==> src/sv/wpp_pkg.sv <==
// ----------------------------------------------------------------------------
// WAV PCM16 parser package
// Shared types and constants for the WAV PCM16 stream parser.
// ----------------------------------------------------------------------------
package wpp_pkg;

  // Fixed header layout
  localparam int unsigned HEADER_BYTES = 36;
  localparam int unsigned POS_W        = $clog2(HEADER_BYTES);
  localparam int unsigned FMT_LO_POS   = 20;
  localparam int unsigned FMT_HI_POS   = 21;
  localparam int unsigned BITS_LO_POS  = 34;
  localparam int unsigned FIELD_BYTES  = 4;

  localparam logic [15:0] PCM_FORMAT = 16'd1;
  localparam logic [15:0] PCM_BITS   = 16'd16;
  localparam logic [31:0] DATA_TAG   = 32'h6461_7461;  // "data"

  // Queue between parser and output stage
  localparam int unsigned QUEUE_DEPTH = 2;

  // Output stream widths
  localparam int unsigned SAMPLE_W   = 16;
  localparam int unsigned SIZE_W     = 32;
  localparam int unsigned TDATA_O_W  = SAMPLE_W + SIZE_W;
  localparam int unsigned KIND_W     = 2;

  typedef enum logic [2:0] {
    PH_HEADER,
    PH_TAG,
    PH_SIZE,
    PH_SKIP,
    PH_DATA,
    PH_DONE,
    PH_FAILED
  } phase_e;

  typedef enum logic [KIND_W-1:0] {
    KIND_SAMPLE,
    KIND_DATA_FOUND,
    KIND_UNSUPPORTED,
    KIND_DATA_MISSING
  } kind_e;

  typedef struct packed {
    kind_e                      kind;
    logic signed [SAMPLE_W-1:0] sample;
    logic [SIZE_W-1:0]          data_size;
    logic                       last_sample;
  } event_t;

  typedef struct packed {
    logic full;
    logic empty;
  } queue_status_t;

endpackage

==> src/sv/wpp_front.sv <==
// ----------------------------------------------------------------------------
// WAV parser front end
// Accepts file bytes, walks the header and chunk structure, and pushes one
// event per result into the queue.
// ----------------------------------------------------------------------------
module wpp_front import wpp_pkg::*; (
  input  logic          clk_i,
  input  logic          rst_ni,
  input  logic          in_valid_i,
  output logic          in_ready_o,
  input  logic [7:0]    data_byte_i,
  input  logic          end_of_file_i,
  input  queue_status_t q_status_i,
  output logic          push_o,
  output event_t        event_o
);

  phase_e             phase_q, phase_d;
  logic [POS_W-1:0]   pos_q, pos_d;
  logic [31:0]        tag_q, tag_d;
  logic [31:0]        len_q, len_d;
  logic [32:0]        rem_q, rem_d;
  logic [7:0]         held_q, held_d;
  logic [15:0]        fmt_q, fmt_d;

  logic               accept;
  logic [31:0]        len_next;
  logic [32:0]        rem_dec;
  logic               last_field_byte;

  assign in_ready_o = !q_status_i.full;
  assign accept     = in_valid_i && in_ready_o;
  assign len_next   = {data_byte_i, len_q[31:8]};
  assign rem_dec    = rem_q - 33'd1;
  assign last_field_byte = (pos_q >= POS_W'(FIELD_BYTES - 1));

  // Hold parser state
  always_ff @(posedge clk_i or negedge rst_ni) begin
    if (!rst_ni) begin
      phase_q <= PH_HEADER;
      pos_q   <= '0;
      tag_q   <= '0;
      len_q   <= '0;
      rem_q   <= '0;
      held_q  <= '0;
      fmt_q   <= '0;
    end else begin
      phase_q <= phase_d;
      pos_q   <= pos_d;
      tag_q   <= tag_d;
      len_q   <= len_d;
      rem_q   <= rem_d;
      held_q  <= held_d;
      fmt_q   <= fmt_d;
    end
  end

  // Advance the parse on each accepted byte
  always_comb begin
    phase_d = phase_q;
    pos_d   = pos_q;
    tag_d   = tag_q;
    len_d   = len_q;
    rem_d   = rem_q;
    held_d  = held_q;
    fmt_d   = fmt_q;
    push_o  = 1'b0;
    event_o.kind        = KIND_SAMPLE;
    event_o.sample      = '0;
    event_o.data_size   = '0;
    event_o.last_sample = 1'b0;

    if (accept) begin
      case (phase_q)
        PH_HEADER: begin
          if (pos_q == POS_W'(FMT_LO_POS)) begin
            fmt_d = {8'h00, data_byte_i};
          end else if (pos_q == POS_W'(FMT_HI_POS)) begin
            fmt_d = {data_byte_i, fmt_q[7:0]};
          end else if (pos_q == POS_W'(BITS_LO_POS)) begin
            held_d = data_byte_i;
          end
          if (pos_q == POS_W'(HEADER_BYTES - 1)) begin
            pos_d = '0;
            tag_d = '0;
            if (fmt_q != PCM_FORMAT || {data_byte_i, held_q} != PCM_BITS) begin
              push_o       = 1'b1;
              event_o.kind = KIND_UNSUPPORTED;
              phase_d      = PH_FAILED;
            end else begin
              phase_d = PH_TAG;
            end
          end else begin
            pos_d = pos_q + POS_W'(1);
          end
        end
        PH_TAG: begin
          tag_d = {tag_q[23:0], data_byte_i};
          if (last_field_byte) begin
            pos_d   = '0;
            len_d   = '0;
            phase_d = PH_SIZE;
          end else begin
            pos_d = pos_q + POS_W'(1);
          end
        end
        PH_SIZE: begin
          len_d = len_next;
          if (last_field_byte) begin
            pos_d = '0;
            if (tag_q == DATA_TAG) begin
              push_o            = 1'b1;
              event_o.kind      = KIND_DATA_FOUND;
              event_o.data_size = len_next;
              rem_d   = {1'b0, len_next[31:1], 1'b0};
              phase_d = (len_next[31:1] == '0) ? PH_DONE : PH_DATA;
            end else begin
              // Pad odd chunk sizes up to even
              rem_d   = {1'b0, len_next} + {32'd0, len_next[0]};
              tag_d   = '0;
              phase_d = (len_next == '0) ? PH_TAG : PH_SKIP;
            end
          end else begin
            pos_d = pos_q + POS_W'(1);
          end
        end
        PH_SKIP: begin
          if (rem_q == '0 || rem_q == 33'd1) begin
            rem_d   = '0;
            tag_d   = '0;
            pos_d   = '0;
            phase_d = PH_TAG;
          end else begin
            rem_d = rem_dec;
          end
        end
        PH_DATA: begin
          rem_d = rem_dec;
          if (!rem_q[0]) begin
            held_d = data_byte_i;
          end else begin
            push_o              = 1'b1;
            event_o.kind        = KIND_SAMPLE;
            event_o.sample      = {data_byte_i, held_q};
            event_o.last_sample = (rem_q == 33'd1);
            if (rem_q == 33'd1) begin
              phase_d = PH_DONE;
            end
          end
        end
        default: begin
        end
      endcase

      // End of file: report a missing data chunk unless one was found or the format failed, then restart
      if (end_of_file_i) begin
        if (!push_o && (phase_d == PH_HEADER || phase_d == PH_TAG ||
                        phase_d == PH_SIZE || phase_d == PH_SKIP)) begin
          push_o       = 1'b1;
          event_o.kind = KIND_DATA_MISSING;
        end
        phase_d = PH_HEADER;
        pos_d   = '0;
        tag_d   = '0;
        len_d   = '0;
        rem_d   = '0;
        held_d  = '0;
        fmt_d   = '0;
      end
    end
  end

endmodule

==> src/sv/wpp_fifo.sv <==
// ----------------------------------------------------------------------------
// WAV parser event queue
// Short register queue that decouples the parser from the output stage.
// ----------------------------------------------------------------------------
module wpp_fifo import wpp_pkg::*; #(
  parameter int unsigned Depth = QUEUE_DEPTH
) (
  input  logic          clk_i,
  input  logic          rst_ni,
  input  logic          push_i,
  input  event_t        data_i,
  input  logic          pop_i,
  output event_t        data_o,
  output queue_status_t status_o
);

  localparam int unsigned AW = (Depth > 1) ? $clog2(Depth) : 1;
  localparam int unsigned CW = $clog2(Depth + 1);

  event_t         mem_q [Depth];
  logic [AW-1:0]  wr_ptr_q, wr_ptr_d;
  logic [AW-1:0]  rd_ptr_q, rd_ptr_d;
  logic [CW-1:0]  count_q, count_d;
  logic           do_push, do_pop;

  assign status_o.full  = (count_q == CW'(Depth));
  assign status_o.empty = (count_q == '0);
  assign do_push = push_i && !status_o.full;
  assign do_pop  = pop_i && !status_o.empty;
  assign data_o  = mem_q[rd_ptr_q];

  // Advance pointers with wrap at the queue depth
  always_comb begin
    wr_ptr_d = wr_ptr_q;
    rd_ptr_d = rd_ptr_q;
    count_d  = count_q;
    if (do_push) begin
      wr_ptr_d = (wr_ptr_q == AW'(Depth - 1)) ? '0 : wr_ptr_q + AW'(1);
    end
    if (do_pop) begin
      rd_ptr_d = (rd_ptr_q == AW'(Depth - 1)) ? '0 : rd_ptr_q + AW'(1);
    end
    if (do_push && !do_pop) begin
      count_d = count_q + CW'(1);
    end else if (do_pop && !do_push) begin
      count_d = count_q - CW'(1);
    end
  end

  always_ff @(posedge clk_i or negedge rst_ni) begin
    if (!rst_ni) begin
      wr_ptr_q <= '0;
      rd_ptr_q <= '0;
      count_q  <= '0;
    end else begin
      wr_ptr_q <= wr_ptr_d;
      rd_ptr_q <= rd_ptr_d;
      count_q  <= count_d;
    end
  end

  // Store entries
  always_ff @(posedge clk_i) begin
    if (do_push) begin
      mem_q[wr_ptr_q] <= data_i;
    end
  end

endmodule

==> src/sv/wpp_back.sv <==
// ----------------------------------------------------------------------------
// WAV parser output stage
// Pops events from the queue into the registered master stream.
// ----------------------------------------------------------------------------
module wpp_back import wpp_pkg::*; (
  input  logic                 clk_i,
  input  logic                 rst_ni,
  input  queue_status_t        q_status_i,
  input  event_t               event_i,
  output logic                 pop_o,
  output logic                 m_axis_tvalid_o,
  input  logic                 m_axis_tready_i,
  output logic [TDATA_O_W-1:0] m_axis_tdata_o,
  output logic [KIND_W-1:0]    m_axis_tuser_o,
  output logic                 m_axis_tlast_o
);

  logic   valid_q, valid_d;
  event_t event_q;

  // Load when the register is free or its transaction completes
  assign pop_o   = !q_status_i.empty && (!valid_q || m_axis_tready_i);
  assign valid_d = pop_o || (valid_q && !m_axis_tready_i);

  always_ff @(posedge clk_i or negedge rst_ni) begin
    if (!rst_ni) begin
      valid_q <= 1'b0;
    end else begin
      valid_q <= valid_d;
    end
  end

  always_ff @(posedge clk_i) begin
    if (pop_o) begin
      event_q <= event_i;
    end
  end

  assign m_axis_tvalid_o = valid_q;
  assign m_axis_tdata_o  = {event_q.data_size, event_q.sample};
  assign m_axis_tuser_o  = event_q.kind;
  assign m_axis_tlast_o  = event_q.last_sample;

endmodule

==> src/sv/wav_pcm16_stream_parser.sv <==
// ----------------------------------------------------------------------------
// WAV PCM16 stream parser
// Parses a WAV file byte stream and emits chunk reports and Q1.15 samples.
// ----------------------------------------------------------------------------
// Usage:
//   Slave stream carries one file byte per transaction in tdata[7:0];
//   tlast marks the final byte of the file, after which parsing restarts
//   at the fixed 36-byte header.
//   Master stream carries one result per transaction: tuser is the kind
//   (sample, data chunk found, unsupported format, data chunk missing),
//   tdata holds the sample in [15:0] and the data chunk size in [47:16],
//   and tlast flags the final whole sample of the data chunk.
//   Path: a result is written into the queue by the parser state update,
//   then loaded into the output register.
//   Throughput: one byte per cycle while the queue is not full; the queue
//   drains one event per cycle while the receiver holds tready high.
//   Reset: the parser returns to the header phase, queue and output empty.
//   Stall: when the receiver holds tready low the output register holds,
//   the queue absorbs up to its depth, then s_axis_tready_o drops.
// ----------------------------------------------------------------------------
module wav_pcm16_stream_parser import wpp_pkg::*; #(
  parameter int unsigned QueueDepth = QUEUE_DEPTH
) (
  input  logic                 clk_i,
  input  logic                 rst_ni,
  input  logic                 s_axis_tvalid_i,
  output logic                 s_axis_tready_o,
  input  logic [7:0]           s_axis_tdata_i,   // [7:0] data_byte
  input  logic                 s_axis_tlast_i,
  output logic                 m_axis_tvalid_o,
  input  logic                 m_axis_tready_i,
  output logic [TDATA_O_W-1:0] m_axis_tdata_o,   // [15:0] sample, [47:16] data_size
  output logic [KIND_W-1:0]    m_axis_tuser_o,   // [1:0] kind
  output logic                 m_axis_tlast_o
);

  queue_status_t q_status;
  logic          q_push, q_pop;
  event_t        q_in, q_out;

  wpp_front u_front (
    .clk_i         (clk_i),
    .rst_ni        (rst_ni),
    .in_valid_i    (s_axis_tvalid_i),
    .in_ready_o    (s_axis_tready_o),
    .data_byte_i   (s_axis_tdata_i),
    .end_of_file_i (s_axis_tlast_i),
    .q_status_i    (q_status),
    .push_o        (q_push),
    .event_o       (q_in)
  );

  wpp_fifo #(
    .Depth (QueueDepth)
  ) u_fifo (
    .clk_i    (clk_i),
    .rst_ni   (rst_ni),
    .push_i   (q_push),
    .data_i   (q_in),
    .pop_i    (q_pop),
    .data_o   (q_out),
    .status_o (q_status)
  );

  wpp_back u_back (
    .clk_i           (clk_i),
    .rst_ni          (rst_ni),
    .q_status_i      (q_status),
    .event_i         (q_out),
    .pop_o           (q_pop),
    .m_axis_tvalid_o (m_axis_tvalid_o),
    .m_axis_tready_i (m_axis_tready_i),
    .m_axis_tdata_o  (m_axis_tdata_o),
    .m_axis_tuser_o  (m_axis_tuser_o),
    .m_axis_tlast_o  (m_axis_tlast_o)
  );

  // Parser never pushes into a full queue
  assert property (@(posedge clk_i) disable iff (!rst_ni)
    q_push |-> !q_status.full)
    else $error("event pushed into full queue");

  // Queue status flags are never both set
  assert property (@(posedge clk_i) disable iff (!rst_ni)
    !(q_status.full && q_status.empty))
    else $error("queue reports full and empty");

  // Last-sample flag only travels with a sample
  assert property (@(posedge clk_i) disable iff (!rst_ni)
    (m_axis_tvalid_o && m_axis_tlast_o) |-> (m_axis_tuser_o == KIND_SAMPLE))
    else $error("tlast set on a non-sample result");

  // A popped event reaches the output register in the next cycle
  assert property (@(posedge clk_i) disable iff (!rst_ni)
    q_pop |=> m_axis_tvalid_o)
    else $error("popped event not presented");

endmodule
==> config.mk <==
export PLATFORM = sky130hd
export DESIGN_NAME = wav_pcm16_stream_parser
export DESIGN_NICKNAME = d
export VERILOG_FILES = /design/src/sv/wpp_pkg.sv /design/src/sv/wpp_front.sv /design/src/sv/wpp_fifo.sv /design/src/sv/wpp_back.sv /design/src/sv/wav_pcm16_stream_parser.sv
export SDC_FILE = /design/constraint.sdc
export NUM_CORES = 1
export LEC_CHECK = 0
export ABC_AREA = 1
export BUFFER_PORTS_ARGS = -buffer_cell sky130_fd_sc_hd__buf_2
export CAP_MARGIN = 30
export CORE_MARGIN = 8
export CORE_UTILIZATION = 55
export DETAILED_ROUTE_END_ITERATION = 10
export GPL_ROUTABILITY_DRIVEN = 0
export PLACE_DENSITY = 0.75
export SYNTH_ARGS = -nofsm -noshare
export SYNTH_HDL_FRONTEND = slang
export SYNTH_SLANG_ARGS = --single-unit
==> constraint.sdc <==
create_clock -name clk_i -period 4.3 [get_ports clk_i]
set_input_delay 0 -clock clk_i [delete_from_list [all_inputs] [get_ports clk_i]]
set_output_delay 0 -clock clk_i [all_outputs]
set_load 0.01 [all_outputs]
==> metrics <==
WL final=around 35 mm; CTS Buf Count=29; FF-to-FF Start=u_front.phase_q[2]; final period demand of the worst path=between 3000 and 4000 ps; Initial DRC Count=approximately 1400; Tcrit/Tclk final=approximately 73%; detailed placement HPWL=approximately 24 mm; Inst Count DP=roughly 2100; first-pass GRT wire length=approximately 56 mm; fraction of layout cells with a size suffix above 1=under 10%; Max Cap Violations=0; Core Area=between 0.02 and 0.03 mm²; initial antenna violation count=1; register bit count reported by yosys=280; slew margin rel.=about 40%; Die X=176.6 µm; Slew Limit Fails=0; via count=approximately 12000; CP arrival=~3300 ps; # Post-CTS Setup Buffers=0; Min-Delay Path Class=input pin to asynchronous set/reset pin; Mapped Cells=~1700; finished layout cell area=0.01576 mm²; RSZ-0062 raised after global routing=false; fill cell count=between 2000 and 2500; CTS tree=yes; Seq/Total Area, Yosys=between 50% and 60%; WL per Instance=16.36 µm; DRC violations left=0; setup violators final=0; worst-path maximum fanout=32; DRT Pass-1 Iters=5; Peak VDD IR=~0.49 mV; Setup TNS=0 ps; skew final=33.50 ps; Worst Reg-to-Reg Cells=8; Clock Pin Slew Worst Setup and Hold Paths=about 70 ps; Nets=1788; effective utilization at floorplan=between 50% and 60%; vias in the first global route=11040; multi-input logic area=0.005495 mm²; yosys warns=0; mapped cell area=0.01418 mm²; Cell Rows=58; Post-Place Cell Area=approximately 0.015 mm²; Register Area=between 0.007 and 0.008 mm²; DRT antenna net count=0; pwr/cell area=about 490 mW/mm²; # diodes=0; total power=around 0.0077 W; gr usage total=between 20% and 30%; Worst Setup End Kind=flip-flop; clock tree buffer depth=3; syn nets=1733; Static Leakage=6.963 nW; largest net degree at the start of global routing=between 60 and 70; clk sinks=280; Syn Area/Cell=8.292 µm²; Hold-fix buffers, CTS=11; Netlist cell types=42; Worst EP required=4480 ps; die height=176.6 µm; Fmax=318.0 MHz; WS Path Type=flip-flop to flip-flop; Least-Margin Pin Slew=897.8 ps; Reg-to-Reg End=u_fifo.mem_q[0][30]; status=finished clean; # IOs=66; Layout Cells excl Fill=~2100; later-pin clock latency in the skew report=550 ps; Buffers on Ports=65; Via density=~5.5; die area=between 0.03 and 0.04 mm²; Worst Setup Start Kind=flip-flop; flop2flop setup slack=~1200 ps; H-tree depth=1; grt ovf=0; Syn-to-layout area delta=11.18%; post-CTS resize count=0; final hold violation count=0; CTS root buffer=clkbuf_16
==> synthesized netlist by cell type <==
cell | count | area (µm²)
nand3_2 | 5 | 50.05
or2_0 | 1 | 6.260
o22ai_1 | 8 | 50.05
o21ai_2 | 1 | 8.760
and3_1 | 1 | 6.260
buf_6 | 11 | 123.9
dfrtp_1 | 127 | 3178
o21bai_1 | 1 | 7.510
o311ai_1 | 1 | 8.760
nor3_1 | 56 | 280.3
nor3b_1 | 1 | 7.510
nand3b_1 | 4 | 30.03
nand2_4 | 2 | 22.52
xnor2_1 | 6 | 52.55
buf_2 | 16 | 80.08
nand4_1 | 39 | 244.0
nor2_4 | 4 | 45.04
nand3_1 | 111 | 555.5
buf_1 | 8 | 30.03
nand2_2 | 6 | 37.54
nand4_2 | 1 | 12.51
o21ai_1 | 60 | 300.3
and2_1 | 2 | 12.51
xor2_1 | 17 | 148.9
nor3_2 | 1 | 10.01
o21ai_0 | 57 | 285.3
inv_2 | 12 | 45.04
nand2_1 | 602 | 2260
o2111ai_1 | 1 | 8.760
edfxtp_1 | 153 | 4594
clkbuf_1 | 23 | 86.33
a21oi_2 | 2 | 17.52
or2_2 | 2 | 12.51
inv_1 | 135 | 506.7
nor2_2 | 9 | 56.30
clkinv_1 | 1 | 3.750
nor2_1 | 176 | 660.6
nor4_1 | 2 | 12.51
a21oi_1 | 27 | 135.1
ha_1 | 10 | 125.1
o211ai_1 | 2 | 15.01
buf_4 | 6 | 45.04
==> metal layers <==
metal / vias up / routed length, µm / GRT usage, %
li1: 5703 / - / -
met1: 5412 / 14810 / 30.32
met2: 535 / 15600 / 35.07
met3: 79 / 3125 / 3.845
met4: 2 / 1087 / 7.916
met5: - / 12 / 0
==> power breakdown <==
| part | leakage [nW] | internal (W) | switching, W | total [W] |
|---|---|---|---|---|
| sequential | 3.21 | 0.00340 | 0.000155 | 0.00356 |
| combinational | 3.30 | 0.000482 | 0.00114 | 0.00162 |
| clock | 0.460 | 0.00148 | 0.00104 | 0.00252 |
==> layout make-up <==
cell class | count | share of cell area [%]
multi-input combinational | 1218 | 34.86
inverter | 148 | 3.524
tap | 330 | 2.619
clock buffer | 38 | 5.016
timing repair buffer | 88 | 3.619
sequential | 280 | 49.31
clock inverter | 15 | 1.056
==> worst max path at each step <==
stage	endpoint	cells past startpoint	slack, ps	start
after floorplan	u_fifo.mem_q[1][0]	9	360	u_front.tag_q[3]
after global placement	u_fifo.mem_q[0][24]	8	1280	u_front.phase_q[2]
after detailed placement	u_fifo.mem_q[0][21]	8	1230	u_front.phase_q[2]
after CTS	u_fifo.mem_q[0][30]	8	1220	u_front.phase_q[2]
after global routing	u_fifo.mem_q[0][30]	9	930	u_front.phase_q[1]
final	u_fifo.mem_q[0][30]	8	1150	u_front.phase_q[2]
==> cells in the final DEF (no fill, tap or decap), drive strengths merged <==
cell type,count
and2,2
o211ai,2
nor4,2
xor2,17
clkinvlp,3
o21ai,118
nor3b,1
or2,3
o21bai,1
o2111ai,1
inv,148
bufinv,3
nand4,40
nand2,610
edfxtp,153
clkbuf,38
xnor2,6
nand3,116
ha,10
o311ai,1
nor3,57
nand3b,4
and3,1
a21oi,29
dlygate4sd3,10
clkinv,9
o22ai,8
nor2,189
buf,78
dfrtp,127
==> logic make-up after synthesis <==
family	count (synthesis)	synth area share [%]
AND/OR/NAND/NOR	1025	30.48
flip-flops	280	54.82
buffers and inverters	212	6.495
AO/OA/AOI/OAI	160	5.904
XOR/XNOR	23	1.421
adder cells (fa/ha/maj)	10	0.8825
==> sequential cells by signal (all words and copies together) (netlist names), 2 cells and up <==
| register | cells |
|---|---|
| u_front.pos_q | 6 |
| u_front.fmt_q | 16 |
| u_back.m_axis_tuser_o | 2 |
| u_front.len_q | 24 |
| u_back.m_axis_tdata_o | 48 |
| u_front.held_q | 8 |
| u_front.tag_q | 32 |
| u_front.rem_q | 33 |
| u_fifo.mem_q | 102 |
| u_front.phase_q | 3 |
| u_fifo.count_q | 2 |
==> stage by stage <==
stage,hold slack (ps),util [%],setup WS [ps]
6_report,51.47,62.42,1155
5_1_grt,62.49,62.42,929.2
4_1_cts,18.53,62.34,1223
3_5_place_dp,-25.94,58.08,1231
3_3_place_gp,-26.10,57.97,1277
2_1_floorplan,-295.6,-,363.6
==> critical path, cell delays in order, from the launching register on <==
cell       delay [ps]
dfrtp_1           450
nor2_2            190
nand2_2           270
inv_2             380
nand3_2           350
o2111ai_1         210
nand3_1           150
inv_2             350
buf_4             440
Note: power is estimated with default switching activity, not from simulation.
